[src/hw/rtl/vn_pkg.sv]
// ----------------------------------------------------------------------------
// vn_pkg: shared types and widths for the vector normalization pipeline
// Holds the word formats of both channels, the datapath widths derived from
// the component and fraction widths, and the control group of one stage.
// ----------------------------------------------------------------------------
package vn_pkg;

  // Field widths of the words on both channels.
  localparam int COMP_BITS = 16;
  localparam int FRAC_BITS = 15;
  localparam int LANES     = 4;

  // Datapath widths.
  localparam int MAG_W  = COMP_BITS;          // magnitude of one component
  localparam int SQ_W   = 2 * COMP_BITS - 1;  // square of one magnitude
  localparam int SUM_W  = 2 * COMP_BITS + 1;  // sum of four squares
  localparam int DIV_W  = SUM_W + 1;          // shifted partial remainder
  localparam int QUO_W  = 2 * FRAC_BITS + 1;  // square of a unit value
  localparam int UNIT_W = FRAC_BITS + 1;      // unit value, Q1.FRAC_BITS
  localparam int LEN_W  = COMP_BITS + 1;      // integer length

  typedef struct packed {
    logic signed [COMP_BITS-1:0] comp_x;
    logic signed [COMP_BITS-1:0] comp_y;
    logic signed [COMP_BITS-1:0] comp_z;
    logic signed [COMP_BITS-1:0] comp_w;
  } item_t;

  typedef struct packed {
    logic signed [UNIT_W-1:0] unit_x;
    logic signed [UNIT_W-1:0] unit_y;
    logic signed [UNIT_W-1:0] unit_z;
    logic signed [UNIT_W-1:0] unit_w;
    logic [LEN_W-1:0]         length;
    logic                     zero_vector;
  } result_t;

  // Control that travels with a word through every stage.
  typedef struct packed {
    logic             valid;
    logic             zero;
    logic [LANES-1:0] neg;
  } ctl_t;

  typedef logic [LANES-1:0][SQ_W-1:0] sq_vec_t;

endpackage

[src/hw/rtl/vn_div_cell.sv]
// ----------------------------------------------------------------------------
// vn_div_cell: one restoring division step
// Develops one quotient bit of square / sum per enabled cycle and passes the
// partial remainder and the quotient so far to the next cell.
// ----------------------------------------------------------------------------
module vn_div_cell #(
  parameter bit FIRST = 1'b0
) (
  input  logic                      clk,
  input  logic                      en,
  input  logic [vn_pkg::SUM_W-1:0]  d,
  input  logic [vn_pkg::SUM_W-1:0]  rem_in,
  input  logic [vn_pkg::QUO_W-1:0]  quo_in,
  output logic [vn_pkg::SUM_W-1:0]  rem,
  output logic [vn_pkg::QUO_W-1:0]  quo
);
  import vn_pkg::*;

  logic [DIV_W-1:0] work;
  logic [DIV_W-1:0] diff;
  logic             fits;

  // The first cell tests the square itself; later cells shift one bit in.
  always_comb begin
    work = FIRST ? {1'b0, rem_in} : {rem_in, 1'b0};
    diff = work - {1'b0, d};
    fits = (work >= {1'b0, d});
  end

  always_ff @(posedge clk) begin
    if (en) begin
      rem <= fits ? SUM_W'(diff) : SUM_W'(work);
      quo <= {quo_in[QUO_W-2:0], fits};
    end
  end

endmodule

[config.mk]
export PLATFORM = sky130hd
export DESIGN_NAME = vn_div_cell
export DESIGN_NICKNAME = d
export VERILOG_FILES = /design/src/hw/rtl/vn_pkg.sv /design/src/hw/rtl/vn_div_cell.sv
export SDC_FILE = /design/constraint.sdc
export NUM_CORES = 1
export LEC_CHECK = 0
export ABC_AREA = 1
export BUFFER_PORTS_ARGS = -buffer_cell sky130_fd_sc_hd__buf_2
export CAP_MARGIN = 20
export CORE_MARGIN = 2
export CORE_UTILIZATION = 45
export DETAILED_ROUTE_END_ITERATION = 12
export PLACE_DENSITY = 0.83
export SYNTH_ARGS = -nofsm -noshare
export SYNTH_HDL_FRONTEND = slang
export SYNTH_SLANG_ARGS = --single-unit
export TNS_END_PERCENT = 50
[constraint.sdc]
create_clock -name clk -period 5.2 [get_ports clk]
set_input_delay 1.04 -clock clk [delete_from_list [all_inputs] [get_ports clk]]
set_output_delay 1.04 -clock clk [all_outputs]
set_load 0.01 [all_outputs]
==> Word-level counts from Yosys, hierarchy flattened <==
Index checks and enable logic that the tools add are counted.
{ "classes": {"n_addsub": 1, "multipliers": 0, "div_mod_pow": 0, "order_cmp": 1, "n_eq_ne": 0, "shift": 0, "n_mux": 1, "n_bitwise": 0, "reduce_logical": 0} }
{ "ops": {"columns": ["op", "n"], "rows": [
  ["$ge A34 B33 Y1", 1],
  ["$mux W33", 1],
  ["$sub A33 B33 Y33", 1]
]} }
{ "word_totals": {"ff_bits": 64, "latch_bits": 0, "ramBits": 0, "rom_bits": 0, "output_inout_bits": 64, "memories": 0} }

==> Depth between registers and ports, before layout <==
{ "depth": {"word_depth": 2, "depth_mapped": 16} }

==> Worst setup path before layout <==
Ideal clock, no wire load.
{ "synth_path": {"path_kind": "in2reg", "startpoint": "in d[8] (netlist bit)", "endpoint": "reg rem[0] (netlist bit), data pin", "arrival_ps": 2389, "required_ps": 4945, "setup_slack_ps": 2556, "cell_stages": 15, "n_path_buf": 1, "cell_sequence": "inv_1 -> ha_1 -> nand2_1 -> inv_1 -> nand2_1 -> nand2_1 -> inv_2 -> nand3_2 -> nand2_1 -> nand2_2 -> nand2_2 -> nand2_8 -> inv_8 -> buf_12 -> nor2_2"} }
{ "synth_between": {"elab_chain_cells": 1} }
{ "synth_lines": {"columns": ["item", "line", "text"], "rows": [
  ["start: declaration", "vn_div_cell.sv:11", "input logic [vn_pkg::SUM_W-1:0] d,"],
  ["$ge A34 B33 Y1", "vn_div_cell.sv:27", "fits = (work >= {1'b0, d});"],
  ["end signal: assignment", "vn_div_cell.sv:32", "rem <= fits ? SUM_W'(diff) : SUM_W'(work);"],
  ["end: declaration", "vn_div_cell.sv:14", "output logic [vn_pkg::SUM_W-1:0] rem,"]
]} }
No other way between the ends.
A chain may end at the register's enable or synchronous reset.

==> Worst setup path after layout <==
{ "layout_path": {"startpoint": "in d[9] (netlist bit)", "endpoint": "reg rem[0] (netlist bit), data pin"} }
The elaborated chain is that of the path after synthesis.

==> impl_metrics.yaml <==
critical_path:
  slowest_delay_ns: 0.34
  crit_fanout: 35
  cp_slowest_cell: "ha_1"
  cp_cell_sequence: "buf_2 -> inv_1 -> ha_1 -> nand2_1 -> inv_1 -> nand2_1 -> nand2_1 -> inv_2 -> nand3_2 -> nand2_1 -> nand2_2 -> nand2_2 -> nand2_8 -> inv_8 -> nor2_2"
  critPathKind: "in2reg"
  cp_common_cell: "nand2_1"
  start_kind: "primary input"
  end_kind: "flop"
  arrival_ns: 2.88
  crit_required_ns: 5.29
floorplan:
  fp.dieW_um: 112
  rows: 39
  io_pins: 163
  core_sq_mm: 0.0114
  initial_utilization_pct: 45.9
  dieArea_sq_mm: 0.0125
  fp.dieH_um: 112
logic_synthesis:
  synth_simple_gate_area_share_pct: 37.0
  synth_top_area_share_pct: 36.6
  synth_common_cells: "nand2_1 (294), inv_1 (157), edfxtp_1 (64)"
  synth.distinct_cells: 27
  synth_top_family_by_area: "simple AND/OR/NAND/NOR gates"
  synth_area_leaders: "edfxtp_1 (37%), nand2_1 (21%), inv_1 (11%), ha_1 (7.9%), nand2_2 (4.2%)"
  synth_flop_cell: "edfxtp_1"
  netlist_instances: 747
  synth_mux_area_share_pct: 0
  synth_most_common_cell: "nand2_1"
  yosys.area_share.adder_pct: 8.25
  yosysSeqAreaShare_pct: 36.6
  synth_top_cell_by_area: "edfxtp_1"
  ys.warnings.count: 0
  synth_edf_count: 64
  avgSynthCellArea_sq_um: 7.02
  syn_nets: 880
  synth-seq-cells: 64
  async_flop_share_pct: 0
  synth_area_sq_mm: 0.00525
  synth-xor-area-share_pct: 2.34
  synth-compound-area-share_pct: 2.36
timing:
  setup_violations: 0
  maxSlewViolCount: 0
  fin_setup_tns_ns: 0
  fin_crit_sh_pct: 53.6
  setup_ws_ns: 2.41
  worst_pin_slew_ns: 0.818
  rsz0062_at_grt: "false"
  fmax_ghz: 0.359
  hold_viol: 0
  layout_min_cycle_time_ns: 2.79
  relSlewSlack_pct: 45.5
placement:
  port_buffers: 161
  gp_congestion: 0.903
  place_area_sq_mm: 0.00614
  hpwl_mm: 10.5
  preCtsSetupSlack_ns: 2.07
clocking:
  cts_max_level: 3
  root_buffer: "clkbuf_16"
  cts_buffer_depth: 2
  cts_sinks: 64
  postCtsHoldBufs: 0
  post_cts_resized: 0
  cts_inserted_buffers: 9
  cts_tree: "done"
  cts_setup_buffers: 0
  clk_pin_slew_ns: 0.06
power_and_ir_drop:
  p_leak_nw: 3.67
  p_per_area_mw_per_mm2: 282
  ir_worst_vdd_mv: 0.218
grt:
  antenna_found_initial: 0
  grt_max_degree: 65
  grt_usage_pct: 21.2
  overflow: 0
  grt_pass1_vias: 4612
  grt_pass1_wl_mm: 21.2
worst_hold_path:
  min_to: "quo[12]$_DFFE_PP_"
  hold_path.class: "in2reg"
  hp-start: "quo_in[11]"
  worstHoldPathCells: 1
final_layout:
  layout-drive-gt1-share_pct: 25.2
  final_nets: 1047
  finalInstanceArea_sq_mm: 0.00647
  syn2layout_area_growth_pct: 23.4
  final_util_pct: 56.7
  antenna_cells: 0
routing:
  vias: 4895
  wire_per_inst_um: 12.4
  postRouteAntennaNets: 0
  drc_errors: 0
  vias_per_cell: 4.61
  drt_iter0_drc: 227
  dr.pass1.iters: 4
  routed_wl_mm: 13.2
outcome:
  status: "finished, final reports clean"
job:
  max-cap-violations: 0
metrics by stage:
stage | hold slack, ns | instances | total power [mW]
2_1_floorplan | 1.14 | 747 | 0.999
3_3_place_gp | 1.22 | 1046 | 1.16
3_5_place_dp | 1.22 | 1046 | 1.17
4_1_cts | 0.862 | 1062 | 1.84
5_1_grt | 0.859 | 1062 | 1.93
6_report | 0.872 | 1062 | 1.82
placed cells by master (no fill, tap or decap), drive strengths merged:
master    instances
xor2             14
or2               3
a21oi            20
nor3              5
clkbuf            9
nand4             3
fa                1
nand3b           10
and2             10
nand3            34
bufinv            2
buf             162
ha               33
nand2           330
nor2             50
o21ai             1
clkinvlp          2
inv             163
a21o              2
edfxtp           64
and3              1
state kept, by name (all words and copies together), names as in the netlist:
register  flops
rem          33
quo          31
cells by family (layout without fill, tap and decap cells):
family	count (synthesis)	in the layout
compound gates	23	23
xor+xnor	14	14
fa+ha+maj	34	34
buf+inv	166	338
flops	64	64
simple gates	446	446
layout make-up:
cell class	count	area, sq um
clock buffers	9	225
clock inverters	7	101
fillers	1134	4950
inverters	160	608
multi-input cells	517	2620
flip-flops and latches	64	1920
well taps	143	179
repair buffers	162	813
how the worst max path moves through the flow:
stage               startpoint                    to
finish                    d[9]  rem[0]$_SDFFCE_PN0P_
global route              d[5]     rem[17]$_DFFE_PP_
CTS                 rem_in[21]      rem[4]$_DFFE_PP_
detailed placement  rem_in[21]     rem[22]$_DFFE_PP_
global placement    rem_in[21]      rem[2]$_DFFE_PP_
floorplan                 d[8]  rem[0]$_SDFFCE_PN0P_
report_power, final:
group | switching, mW | internal [mW]
Sequential | 0.0128 | 0.642
Clock | 0.244 | 0.424
Combinational | 0.313 | 0.187
routing by layer:
| metal | vias up | wire, um | GRT usage (%) |
|---|---|---|---|
| met3 | 20 | 881 | 5.44 |
| met1 | 2121 | 5790 | 25.6 |
| met4 | 0 | 284 | 7.07 |
| li1 | 2607 | - | - |
| met2 | 147 | 6270 | 37.0 |
| met5 | - | 0 | 0 |
critical path: cells and delay by family:
family,cells,cell delay [ns]
buffers and inverters,5,0.55
AND/OR/NAND/NOR,9,0.93
adder cells (fa/ha/maj),1,0.34
(Power assumes the default switching activity.)
