$ cat config.mk
export PLATFORM = sky130hd
export DESIGN_NAME = vn_sqrt_cell
export DESIGN_NICKNAME = d
export VERILOG_FILES = /design/src/hw/rtl/vn_sqrt_cell.sv
export SDC_FILE = /design/constraint.sdc
export NUM_CORES = 1
export LEC_CHECK = 0
export BUFFER_PORTS_ARGS = -buffer_cell sky130_fd_sc_hd__buf_2
export CAP_MARGIN = 20
export CORE_MARGIN = 1
export CORE_UTILIZATION = 48
export DETAILED_ROUTE_END_ITERATION = 8
export PLACE_DENSITY_LB_ADDON = 0.1
export SLEW_MARGIN = 15
export SYNTH_ARGS = -nofsm -noshare
export SYNTH_HDL_FRONTEND = slang
export SYNTH_SLANG_ARGS = --single-unit
$ cat constraint.sdc
create_clock -name clk -period 3.3 [get_ports clk]
set_input_delay 0.495 -clock clk [delete_from_list [all_inputs] [get_ports clk]]
set_output_delay 0.495 -clock clk [all_outputs]
set_load 0.01 [all_outputs]
$ cat src/hw/rtl/vn_sqrt_cell.sv
// ----------------------------------------------------------------------------
// vn_sqrt_cell: one digit-by-digit square root step
// Brings down the next two radicand bits, tests the trial value and
// develops one root bit per enabled cycle.
// ----------------------------------------------------------------------------
module vn_sqrt_cell #(
  parameter int W    = 16,
  parameter int STEP = 0
) (
  input  logic             clk,
  input  logic             en,
  input  logic [2*W-1:0]   n_in,
  input  logic [W-1:0]     root_in,
  input  logic [W+1:0]     rem_in,
  output logic [2*W-1:0]   n,
  output logic [W-1:0]     root,
  output logic [W+1:0]     rem
);

  logic [1:0]   pair;
  logic [W+1:0] work;
  logic [W+1:0] trial;
  logic         fits;

  // Before the last step the remainder is below 2^W, so its low bits suffice.
  always_comb begin
    pair  = n_in[2*W-1-2*STEP -: 2];
    work  = {rem_in[W-1:0], pair};
    trial = {root_in, 2'b01};
    fits  = (work >= trial);
  end

  always_ff @(posedge clk) begin
    if (en) begin
      n    <= n_in;
      rem  <= fits ? (work - trial) : work;
      root <= {root_in[W-2:0], fits};
    end
  end

endmodule

# Word-level counts from Yosys, hierarchy flattened
# Cells that the tools add are included.
[word_totals]
ff_bits = 66
input_bits = 68
[classes]
n_addsub = 1
magnitude_cmp = 1
n_mux = 1
[op_table]
columns = ["operator", "n"]
rows = [
  ["$ge 18x18->1", 1],
  ["$mux 18", 1],
  ["$sub 18x18->18", 1],
]

# Depth between registers and ports, before layout
[logic_depth]
ltp_word = 2
depth_mapped = 11
mapped_depth_nobuf = 9

# Least setup slack after synthesis
# No wires, ideal clock.
[synth_path]
path_kind = "in2reg"
from = "in root_in[9]"
to = "reg rem[10] (data pin)"
setup_time_ns = 0.260
arrival_time_ns = 2.576
required_time_ns = 3.040
setup_slack_ns = 0.463
cell_stages = 10
path_cell_list = "inv_1 ha_1 nand2_2 or3_1 o41a_1 o21ai_4 nor2_4 inv_4 buf_12 mux2_4"
[synth_between]
elab_chain_cells = 2
[synth_lines]
columns = ["item", "line", "rtl"]
rows = [
  ["start: declaration", "13", "input logic [W-1:0] root_in,"],
  ["$ge 18x18->1", "30", "fits = (work >= trial);"],
  ["via fits", "23", "logic fits;"],
  ["$mux 18", "36", "rem <= fits ? (work - trial) : work;"],
  ["end signal: assignment", "36", ""],
  ["end: declaration", "17", "output logic [W+1:0] rem"],
]
# The timed path passes the listed nets, and every way through them passes these cells.
# A chain may end at the register's enable or synchronous reset.

# Worst setup path in the final report
[layout_path]
from = "in root_in[8]"
to = "reg rem[4] (data pin)"
[layout_between]
elab_chain_cells = 2
[layout_lines]
columns = ["item", "line"]
rows = [
  ["$ge 18x18->1", "30"],
  ["$mux 18", "36"],
]
# No other way between the ends.

==> results.txt <==
* Run status: complete, but fails checks
- The final reports fail on DRC.
* Final slew viol count: 0
- The worst setup path is launched from a primary input.
* CP Data Arrival Time: approximately 2900 ps
* Synthesized area per cell: between 10 and 15 um^2
* Post-layout util: 64.70%
* Die Ht: 84.45 um
- Leakage component of the power: 1.876 nW
* Number of global-route vias before repair: 2477
* Die boundary width: 84.45 um
- Setup_tns: 0 ps
- Input and output buffers added on the ports amount to around 130.
- Dividing total power by cell area gives a power density of just under 500 nW/um^2.
- First-pass DRT Iterations: 7
- For the pin with the worst max-slew slack, the measured transition is 727.2 ps.
- The first global-routing pass estimated between 10 and 15 mm of wire.
* Post-layout instance area: 4179 um^2
- Unrepaired setup endpoints after global routing: false
* Antenna violations before repair: 0
- Cell count after synthesis: 243
* Ranking of synthesized cells by area: sky130_fd_sc_hd__edfxtp_1 61%, sky130_fd_sc_hd__ha_1 6.9%, sky130_fd_sc_hd__mux2_4 3.7%
- Proportion of power drawn by combinational gates: between 20% and 30%
- Time the worst path needs with I/O delays and setup: about 2800 ps
* Wire length on met2: 3.428 mm
- The routed design uses 503 um of met3 wire.
- In the finished design, the share of the clock period the worst path needs comes to between 80% and 90%.
- The tool flagged a number of max-cap violations equal to 0.
- Cell internal power was estimated by the tool at ~1.5 mW.
- Detailed routing inserted a total of 2451 vias.
- After floorplanning, the core was sized to cover 6459 um^2.
- Number of setup buffers added after CTS: 0
- Netlist area before placement: between 3000 and 4000 um^2
- TritonCTS built the clock tree.
- Number of diodes: 0
- Clock tree synthesis inserted a total of 9 buffers.
- During synthesis, Yosys emitted a total of 0 warnings.
* Area growth from synthesis to layout: 28.07%
- Uppermost metal layer occupied by signal nets: met4
* CTS Hold Bufs: 0
- Largest net degree at the start of global routing: 38
- Count of flip-flops with a built-in enable after synthesis: 66
- Floorplan die area: 7132 um^2
- The H-tree was split into 3 levels.
- Cells resized by post-CTS repair: 0
- In this run switching power makes up 27.89% of total power.
* Net Sw Power: 0.5777 mW
* Top flip-flop cell by instance count after synthesis: sky130_fd_sc_hd__edfxtp_1
- Global routing used approximately a fifth of the available tracks across all layers.
* Global route total overflow: 0
- Routed Antenna Nets: 0
* Worst supply voltage drop on vdd: 0.0002552 V
- Cell type with the highest aggregate area in the netlist: sky130_fd_sc_hd__edfxtp_1
* Final Hold Fails: 0
* Number of different library cells in the post-synthesis netlist: 43
- Starting density of the core: 50.52%
- Path type of the worst min-delay path: in -> reg
* Count of state elements after synthesis: 66
* Maximum fanout along the worst path: 12
- Post-detailed-route wirelength per cell: 14.80 um
- When the netlist entered floorplanning its net count stood at 329.
* Fmax: approximately 360 MHz
- After filler insertion, the fill cell instance count of the layout stands at 528.
- Sequential fraction of the synthesis area: 60.74%
- Detailed Route Iter0 Violations: 119
- In the routed layout, each cell is associated on average with a via count of 5.215.
- Post-Place Cell Area: 4018 um^2
- CTS placed an instance of sky130_fd_sc_hd__clkbuf_8 at the clock tree root.
* TritonCTS Sinks: 66
* DRC Markers: 13
* Number of buffers on the longest clock path: 2
- After clock tree synthesis, the clock-pin slew on the worst setup and hold paths is roughly 70 ps.
- Synth top area share: 60.74%
- Capturing element type of the critical path: flop
- Of the total power, registers draw 50.0%.
- The critical path in this run is classified as in -> reg.
- Once detailed placement completed, the half-perimeter wirelength came to 5.132 mm.
* Worst setup timing slack at the placement stage: 175.2 ps
- The clock network is responsible for 28.0% of the overall power.
* Min setup slack post-route: about 550 ps
- The floorplan has 29 rows.
- In the final design database the tool counted 474 nets.
- Relative slew slack: 51.01%
- between 100 and 150 I/O pins were placed.
- Wire length reported by the detailed router: roughly 7.0 mm
* Share of final-layout standard cells stronger than drive strength 1: 42.49%
* Number of setup violations in the final report: 0
- Worst path required time: 3400 ps
- Final hold slack: between 300 and 400 ps
- In the final routing, the length of wire on met1 measures 2.938 mm.
- Routability-driven placement finished with a final weighted congestion of roughly 0.84.
- Share of synthesized flip-flops with an asynchronous set or reset: 0%
## power by group through the flow
stage | clock, mW | combinational (mW) | sequential, mW
6_report | 0.579 | 0.456 | 1.04
3_3_place_gp | 0 | 0.445 | 1.05
3_5_place_dp | 0 | 0.455 | 1.06
4_1_cts | 0.596 | 0.458 | 1.04
2_1_floorplan | 0 | 0.233 | 1.11
5_1_grt | 0.626 | 0.502 | 1.04
## metrics by stage
stage                     instances  power (mW)
after floorplan                 243       1.338
after global placement          454       1.498
after detailed placement        454       1.511
after CTS                       470       2.091
after global routing            470       2.171
final                           470       2.071
## registers in the layout (all words and copies together) (netlist names)
register,flops
rem,18
root,16
n,32
## worst max-delay path: stages
cell                      delay, ps
sky130_fd_sc_hd__buf_2           90
sky130_fd_sc_hd__inv_1           40
sky130_fd_sc_hd__ha_1           380
sky130_fd_sc_hd__nand2_2        100
sky130_fd_sc_hd__or3_1          400
sky130_fd_sc_hd__o41a_1         490
sky130_fd_sc_hd__o21ai_4        210
sky130_fd_sc_hd__nor2_4         100
sky130_fd_sc_hd__inv_4          190
sky130_fd_sc_hd__mux2_2         360
## cell usage in the layout (no fill, tap or decap), types with 2 or more instances in the layout
| cell type | n |
|---|---|
| sky130_fd_sc_hd__nand4_1 | 3 |
| sky130_fd_sc_hd__clkbuf_8 | 9 |
| sky130_fd_sc_hd__buf_2 | 131 |
| sky130_fd_sc_hd__nor2_1 | 9 |
| sky130_fd_sc_hd__a21o_1 | 4 |
| sky130_fd_sc_hd__xnor2_1 | 7 |
| sky130_fd_sc_hd__a211o_1 | 2 |
| sky130_fd_sc_hd__edfxtp_1 | 66 |
| sky130_fd_sc_hd__xor2_1 | 6 |
| sky130_fd_sc_hd__buf_4 | 7 |
| sky130_fd_sc_hd__or3_1 | 2 |
| sky130_fd_sc_hd__o21bai_1 | 2 |
| sky130_fd_sc_hd__nand2b_1 | 2 |
| sky130_fd_sc_hd__ha_1 | 18 |
| sky130_fd_sc_hd__o21a_1 | 10 |
| sky130_fd_sc_hd__clkinvlp_4 | 2 |
| sky130_fd_sc_hd__inv_1 | 18 |
| sky130_fd_sc_hd__clkinv_2 | 3 |
| sky130_fd_sc_hd__nand2_1 | 13 |
| sky130_fd_sc_hd__o21ai_0 | 13 |
| sky130_fd_sc_hd__nor3_1 | 4 |
| sky130_fd_sc_hd__nand3_1 | 8 |
| sky130_fd_sc_hd__mux2_2 | 2 |
| sky130_fd_sc_hd__o211ai_1 | 5 |
| sky130_fd_sc_hd__a211oi_1 | 4 |
| sky130_fd_sc_hd__a21oi_1 | 16 |
| sky130_fd_sc_hd__mux2_4 | 8 |
## kinds of logic after synthesis
| logic type | after synthesis | share of synthesized area (%) |
|---|---|---|
| fa+ha+maj | 18 | 6.902 |
| mux | 10 | 4.371 |
| flops | 66 | 60.74 |
| compound gates | 66 | 13.65 |
| simple gates | 47 | 7.056 |
| xor+xnor | 13 | 3.489 |
| buf+inv | 23 | 3.796 |
## Yosys cell counts (2+ instances only)
| library cell | instances |
|---|---|
| sky130_fd_sc_hd__o21bai_1 | 2 |
| sky130_fd_sc_hd__ha_1 | 18 |
| sky130_fd_sc_hd__a21o_1 | 4 |
| sky130_fd_sc_hd__nor3_1 | 4 |
| sky130_fd_sc_hd__o21ai_0 | 13 |
| sky130_fd_sc_hd__nand2_1 | 13 |
| sky130_fd_sc_hd__mux2_2 | 2 |
| sky130_fd_sc_hd__a211o_1 | 2 |
| sky130_fd_sc_hd__inv_1 | 18 |
| sky130_fd_sc_hd__a21oi_1 | 16 |
| sky130_fd_sc_hd__mux2_4 | 8 |
| sky130_fd_sc_hd__o21a_1 | 10 |
| sky130_fd_sc_hd__or3_1 | 2 |
| sky130_fd_sc_hd__nand2b_1 | 2 |
| sky130_fd_sc_hd__o211ai_1 | 5 |
| sky130_fd_sc_hd__nand3_1 | 8 |
| sky130_fd_sc_hd__nand4_1 | 3 |
| sky130_fd_sc_hd__edfxtp_1 | 66 |
| sky130_fd_sc_hd__xor2_1 | 6 |
| sky130_fd_sc_hd__a211oi_1 | 4 |
| sky130_fd_sc_hd__nor2_1 | 9 |
| sky130_fd_sc_hd__xnor2_1 | 7 |
## path summary, 6_finish.rpt
kind | from | endpoint | slack, ps | cells after the start
min | n_in[3] | n[3] | 320 | 1
max | root_in[8] | rem[4] | 550 | 10
## metal layers
layer  track usage (%)  up-vias
li1                  -     1218
met3             5.015        5
met2             34.95       89
met5                 0        -
met1             24.35     1139
met4             10.32        0
## layout make-up
class,count,area [um^2],share of cell area [%]
sequential,66,1982,47.43
multi-input combinational,154,1157,27.69
timing repair buffer,138,708.2,16.95
clock buffer,10,127.6,3.054
tap,77,96.34,2.305
inverter,19,73.82,1.766
clock inverter,6,33.78,0.8084
Note: power is estimated with default switching activity, not from simulation.
