### src/hw/rtl/vn_pkg.sv
// ----------------------------------------------------------------------------
// vn_pkg: shared types and widths for the vector normalization pipeline
// Holds the word formats of both channels, the datapath widths derived from
// the component and fraction widths, and the control group of one stage.
// ----------------------------------------------------------------------------
package vn_pkg;

  // Field widths of the words on both channels.
  localparam int COMP_BITS = 16;
  localparam int FRAC_BITS = 15;
  localparam int LANES     = 4;

  // Datapath widths.
  localparam int MAG_W  = COMP_BITS;          // magnitude of one component
  localparam int SQ_W   = 2 * COMP_BITS - 1;  // square of one magnitude
  localparam int SUM_W  = 2 * COMP_BITS + 1;  // sum of four squares
  localparam int DIV_W  = SUM_W + 1;          // shifted partial remainder
  localparam int QUO_W  = 2 * FRAC_BITS + 1;  // square of a unit value
  localparam int UNIT_W = FRAC_BITS + 1;      // unit value, Q1.FRAC_BITS
  localparam int LEN_W  = COMP_BITS + 1;      // integer length

  typedef struct packed {
    logic signed [COMP_BITS-1:0] comp_x;
    logic signed [COMP_BITS-1:0] comp_y;
    logic signed [COMP_BITS-1:0] comp_z;
    logic signed [COMP_BITS-1:0] comp_w;
  } item_t;

  typedef struct packed {
    logic signed [UNIT_W-1:0] unit_x;
    logic signed [UNIT_W-1:0] unit_y;
    logic signed [UNIT_W-1:0] unit_z;
    logic signed [UNIT_W-1:0] unit_w;
    logic [LEN_W-1:0]         length;
    logic                     zero_vector;
  } result_t;

  // Control that travels with a word through every stage.
  typedef struct packed {
    logic             valid;
    logic             zero;
    logic [LANES-1:0] neg;
  } ctl_t;

  typedef logic [LANES-1:0][SQ_W-1:0] sq_vec_t;

endpackage

### src/hw/rtl/vn_front.sv
// ----------------------------------------------------------------------------
// vn_front: magnitudes, squares and sum of squares
// Three registered stages: sign and magnitude of each component, the four
// squares, then their sum together with the zero-vector flag.
// ----------------------------------------------------------------------------
module vn_front (
  input  logic                       clk,
  input  logic                       rst,
  input  logic                       en,
  input  logic                       valid_in,
  input  vn_pkg::item_t              item,
  output vn_pkg::ctl_t               ctl,
  output vn_pkg::sq_vec_t            sq,
  output logic [vn_pkg::SUM_W-1:0]   sum
);
  import vn_pkg::*;

  logic [LANES-1:0][COMP_BITS-1:0] raw;
  logic [LANES-1:0][MAG_W-1:0]     mag_comb;
  logic [LANES-1:0][MAG_W-1:0]     mag;
  logic [LANES-1:0]                neg_comb;
  logic [LANES-1:0]                neg_a;
  logic [LANES-1:0]                neg_b;
  sq_vec_t                         sq_b;
  logic                            valid_a;
  logic                            valid_b;

  assign raw[0] = item.comp_x;
  assign raw[1] = item.comp_y;
  assign raw[2] = item.comp_z;
  assign raw[3] = item.comp_w;

  // Sign and magnitude; the most negative value maps to its true magnitude.
  always_comb begin
    for (int l = 0; l < LANES; l++) begin
      neg_comb[l] = raw[l][COMP_BITS-1];
      mag_comb[l] = neg_comb[l] ? MAG_W'(~raw[l] + 1'b1) : MAG_W'(raw[l]);
    end
  end

  // Valid bits of the three stages.
  always_ff @(posedge clk) begin
    if (rst) begin
      valid_a   <= 1'b0;
      valid_b   <= 1'b0;
      ctl.valid <= 1'b0;
    end else if (en) begin
      valid_a   <= valid_in;
      valid_b   <= valid_a;
      ctl.valid <= valid_b;
    end
  end

  // Datapath of the three stages.
  always_ff @(posedge clk) begin
    if (en) begin
      mag   <= mag_comb;
      neg_a <= neg_comb;
      for (int l = 0; l < LANES; l++) begin
        sq_b[l] <= SQ_W'(32'(mag[l]) * 32'(mag[l]));
      end
      neg_b    <= neg_a;
      sq       <= sq_b;
      sum      <= SUM_W'(sq_b[0]) + SUM_W'(sq_b[1]) + SUM_W'(sq_b[2]) + SUM_W'(sq_b[3]);
      ctl.neg  <= neg_b;
      ctl.zero <= ~|sq_b;
    end
  end

endmodule

### config.mk
export PLATFORM = sky130hd
export DESIGN_NAME = vn_front
export DESIGN_NICKNAME = d
export VERILOG_FILES = /design/src/hw/rtl/vn_pkg.sv /design/src/hw/rtl/vn_front.sv
export SDC_FILE = /design/constraint.sdc
export NUM_CORES = 2
export LEC_CHECK = 0
export BUFFER_PORTS_ARGS = -buffer_cell sky130_fd_sc_hd__buf_2
export CORE_MARGIN = 2
export CORE_UTILIZATION = 41
export DETAILED_ROUTE_END_ITERATION = 10
export PLACE_DENSITY_LB_ADDON = 0.12
export SYNTH_ARGS = -nofsm -noshare
export SYNTH_HDL_FRONTEND = slang
export SYNTH_SLANG_ARGS = --single-unit
### constraint.sdc
create_clock -name clk -period 9.05 [get_ports clk]
set_input_delay 0.905 -clock clk [delete_from_list [all_inputs] [get_ports clk]]
set_output_delay 0.905 -clock clk [all_outputs]
set_load 0.005 [all_outputs]
* After elaboration in Yosys (flattened, before gate mapping)
Cells that the tools add are included.
Widths: inputs -> output; s select.
** Cells by class
- $add $sub $neg :: 7
- $mul :: 4
- Divide/modulo/power cells :: 0
- $lt $le $gt $ge :: 0
- Eq/ne operators :: 0
- Shift operators :: 0
- Muxes and demuxes :: 4
- Bitwise operators :: 4
- Reductions and logical operators :: 2
** Operator list (count)
- $mul 16x16->31 :: 4
- $reduce_or 124->1 :: 1
- $add 16x1->16 const B :: 4
- $not 16->16 :: 4
- $mux 15 :: 4
- $add 32x31->33 :: 1
- $add 33x31->33 :: 1
- $add 31x31->32 :: 1
- $logic_not 1->1 :: 1
** Word-level totals
- Register bits :: 361
- Bits in latches :: 0
- Memory bits (writable) :: 0
- Bits in read-only memories :: 0
- Output and inout port bits :: 163
- Memories :: 0

* Depth between registers and ports, before layout
- Word-level depth :: 3
- Depth in mapped cells :: 26
- Mapped depth without buffers :: 23

* Least setup slack after synthesis
OpenSTA, ideal clock, no wires.
- Path kind :: register -> register
- From :: register mag[49] (netlist bit)
- To :: register sq_b[117] (netlist bit) (data pin)
- Setup time :: 259 ps
- Arrival time :: 6027 ps
- Path slack :: 2764 ps
- Stages on the path, launching flop included :: 25
- Buffers on the path :: 2
- Period minus slack after synthesis :: 6286 ps
- Cell sequence :: edfxtp_1 -> clkbuf_1 -> clkbuf_1 -> and2_1 -> fa_1 -> inv_1 -> fa_1 -> inv_1 -> fa_1 -> inv_1 -> fa_1 -> inv_1 -> fa_1 -> inv_1 -> fa_1 -> inv_1 -> ha_1 -> and3_1 -> and3_1 -> a211o_1 -> a221o_1 -> a211oi_2 -> o21ai_1 -> a21oi_2 -> xnor2_1
** On the way
- Cells in the longest elaborated chain, start to end :: 1
** Ends and longest elaborated chain
- start: declaration :: line vn_front.sv:20 : logic [LANES-1:0][MAG_W-1:0] mag;
- start signal: assignment :: line vn_front.sv:57 : mag <= mag_comb;
- $mul 16x16->31 :: line vn_front.sv:60 : sq_b[l] <= SQ_W'(32'(mag[l]) * 32'(mag[l]));
- end signal: indexed assignment :: line vn_front.sv:60
- end: declaration :: line vn_front.sv:24 : sq_vec_t sq_b;
Every way passes these cells.
A chain may end at the register's enable or synchronous reset.

* Worst setup path in the final report
- From :: register mag[8] (netlist bit)
- To :: register sq_b[28] (netlist bit) (data pin)
Same word-level chain as after synthesis.

==> run summary <==
=======================================================================================
Number of violations reported at the end of detailed-routing iteration 0          2,197
Wire length of the first global-routing pass                                 177,800 um
Number of cells upsized or downsized after cts                                        0
Required time of the worst setup path                                           9.43 ns
Bufs on Longest Clock Path                                                            3
Via-per-instance ratio                                                            5.069
Proportion of synthesized flip-flops having asynchronous set or reset                0%
Clock slew seen by the registers of the worst setup and hold paths              0.06 ns
Setup skew after layout                                                      0.04307 ns
H-tree depth                                                                          2
Fin area                                                                     47,780 um2
Final critical path time including I/O delays and setup                        6.789 ns
Maximum number of pins on one net before global-route repair                        160
Number of cells in the design after placement                                     5,719
Length of the first detailed-routing pass in iterations                               5
Clk root buf                                                               sky130_fd_sc_hd__clkbuf_16
Post-DP HPWL                                                                  94,170 um
Clk Latency, worst-skew pair                                                    0.64 ns
FF+latch area                                                                10,570 um2
Worst Path Arrival                                                              7.17 ns
Slew of the pin with the lowest slew margin                                    1.289 ns
Overall routing resource usage                                                   21.67%
Min-delay worst type                                                         reg -> reg
Largest area contributor in the netlist                                    sky130_fd_sc_hd__fa_1
Overflow after GRT                                                                    0
Die Area                                                                    109,300 um2
Chip width                                                                     330.7 um
Initial antenna violation count                                                      13
Leading cell types by total area after synthesis                           sky130_fd_sc_hd__fa_1 (32%), sky130_fd_sc_hd__edfxtp_1 (24%), sky130_fd_sc_hd__ha_1 (12%)
Final Net Count                                                                   5,582
Average size of a mapped cell                                                 10.44 um2
Clock net sink count                                                                353
Number of flops mapped to enable cells by yosys                                     350
CTS tree                                                                           done
Post-route fraction of the period consumed by the critical path                  75.02%
Flops & latches, synth                                                              353
Cell count after synthesis                                                        4,190
Worst Slack Setup Final                                                        2.261 ns
Final cell count without fillers                                                  5,803
Number of failing hold endpoints at the final stage                                   0
Layout overhead on the synthesized area                                          9.217%
Final Max Slew Viols                                                                  0
Vias in the first global route                                                   30,950
Vias after detailed routing                                                      29,420
Global placer's final weighted congestion                                        0.8885
Placement-stage worst setup slack                                              2.236 ns
Crit Path Class                                                              reg -> reg
Predominant post-synthesis flop cell                                       sky130_fd_sc_hd__edfxtp_1
Normalized max-slew margin                                                       13.30%
Average wire per cell in the routed design                                     19.71 um
Effective utilization at floorplan                                               41.44%
Kind of capture point of the worst setup path                                      flop
Maximum clock frequency                                                       147.3 MHz
Total number of yosys warnings                                                        0
Share of layout cells above drive strength 1                                     7.549%
WL final                                                                     114,400 um
Number of I/O port buffers                                                          226
Setup_tns                                                                          0 ns
Standard-cell rows                                                                  119
Number of post-CTS setup repair buffers                                               0
CTS buffer count                                                                     45
DRC violation count after routing                                                     0
Sequential cell area fraction in the yosys report                                24.16%
Cell area after technology mapping                                           43,750 um2
Number of max-cap violations                                                          0
Cell area reported after detailed placement                                  46,330 um2
Fill cell instance count of the final layout                                     10,190
Distinct cells, synth                                                                68
Count of pins on the block boundary                                                 231
Quantity of hold-fixing buffers added after cts                                       0
Outcome                                                                       completed
Die outline height                                                             330.7 um
Core region area                                                            105,600 um2
Final number of setup-violating endpoints                                             0
Footprint of the multi-input gates                                           29,040 um2
Critical Path Fanout Max                                                             16
Area share of the largest cell type after synthesis                              32.44%
DRT antenna net count                                                                 0
RSZ-0062 raised after global routing                                                 no
Startpoint kind of the worst setup timing path                                     flop
=======================================================================================
cell families (layout without fill, tap and decap cells):
family                   count (synthesis)  count (layout)  synth area share (%)
AO/OA/AOI/OAI                          477             477                 7.090
XOR/XNOR                               229             229                 4.584
adder cells (fa/ha/maj)               1139            1139                 44.74
buffers and inverters                 1104            1320                 9.506
flip-flops                             353             353                 24.16
multiplexers                             7               7                0.1716
other                                    2               8               0.01717
AND/OR/NAND/NOR                        879             879                 9.732
cells in the mapped netlist (all sizes together), types with 13 or more instances:
library cell	n
inv	1002
fa	709
ha	430
nand2	354
edfxtp	350
xnor2	182
and2	167
a21oi	143
nor2	137
clkbuf	98
o21ai	95
a21o	62
xor2	47
nor2b	34
nor4	34
nand3	31
a211oi	27
o21bai	26
o31ai	24
and3	21
nand4	20
o21a	20
a31oi	17
nor3	16
nand2b	14
or2	14
or3	13
registers in the layout, summed over array words and instances (netlist names):
signal	cells
neg_b	4
valid_b	1
valid_a	1
neg_a	4
mag	64
ctl	6
sum	33
sq	120
sq_b	120
final timing paths:
path / cells past startpoint / slack (ns) / to / from
min: 0 / 0.42 / neg_b[2] / neg_a[2]
max reg2reg: 23 / 2.26 / sq_b[28] / mag[8]
min reg2reg: 0 / 0.42 / neg_b[2] / neg_a[2]
max: 23 / 2.26 / sq_b[28] / mag[8]
critical path, stage by stage (launching register included):
cell and delay (ns):
sky130_fd_sc_hd__edfxtp_1 0.66, sky130_fd_sc_hd__nand2_1 0.22, sky130_fd_sc_hd__inv_1 0.08, sky130_fd_sc_hd__fa_1 0.53, sky130_fd_sc_hd__inv_1 0.05, sky130_fd_sc_hd__fa_1 0.53
sky130_fd_sc_hd__inv_1 0.05, sky130_fd_sc_hd__fa_1 0.49, sky130_fd_sc_hd__inv_1 0.06, sky130_fd_sc_hd__fa_1 0.53, sky130_fd_sc_hd__inv_1 0.05, sky130_fd_sc_hd__fa_1 0.48
sky130_fd_sc_hd__inv_1 0.05, sky130_fd_sc_hd__fa_1 0.52, sky130_fd_sc_hd__inv_1 0.06, sky130_fd_sc_hd__ha_1 0.38, sky130_fd_sc_hd__a21oi_1 0.17, sky130_fd_sc_hd__o21ai_1 0.10
sky130_fd_sc_hd__a21oi_1 0.24, sky130_fd_sc_hd__a31oi_1 0.17, sky130_fd_sc_hd__a221o_1 0.39, sky130_fd_sc_hd__a311oi_1 0.44, sky130_fd_sc_hd__o21ai_1 0.12, sky130_fd_sc_hd__xor2_1 0.15
layout by cell type (no fill, tap or decap), drive strengths merged, types with 13 or more instances in the layout:
cell / synthesis / routed
nor2b: 34 / 34
a21oi: 143 / 143
a31oi: 17 / 17
clkinv: 0 / 13
nand4: 20 / 20
ha: 430 / 430
and3: 21 / 21
nor3: 16 / 16
nand3: 31 / 31
o31ai: 24 / 24
nand2b: 14 / 14
xnor2: 182 / 182
a21o: 62 / 62
a211oi: 27 / 27
nand2: 354 / 354
clkbuf: 98 / 58
edfxtp: 350 / 350
inv: 1002 / 1009
or3: 13 / 13
or2: 14 / 14
nor2: 137 / 137
xor2: 47 / 47
buf: 4 / 235
fa: 709 / 709
o21a: 20 / 20
o21ai: 95 / 95
and2: 167 / 167
nor4: 34 / 34
o21bai: 26 / 26
metal layers:
metal | vias to the layer above | wire length (um) | GRT usage, %
met5 | - | 0 | 0
met4 | 0 | 2682 | 5.007
met3 | 128 | 10260 | 5.767
met2 | 882 | 51210 | 33.69
li1 | 13620 | - | -
met1 | 14790 | 50220 | 30.29
area by class of cell:
type / instances / area share [%]
Clock buffer: 58 / 2.545
Multi-Input combinational cell: 2738 / 60.78
Tap cell: 1391 / 3.642
Clock inverter: 25 / 0.4844
Timing Repair Buffer: 235 / 2.556
Inverter: 1002 / 7.871
Antenna cell: 1 / 0.005237
Sequential cell: 353 / 22.12
stage by stage:
step           utilization, %  hold WS [ns]
2_1_floorplan               -        0.4003
5_1_grt                 45.26        0.4319
6_report                45.26        0.4173
4_1_cts                 45.26        0.4199
3_3_place_gp            43.89        0.4011
3_5_place_dp            43.89        0.4045
Power is left out: the tool's default activity adds up to more than one toggle a clock period on the data nets, which glitch-free logic cannot reach.
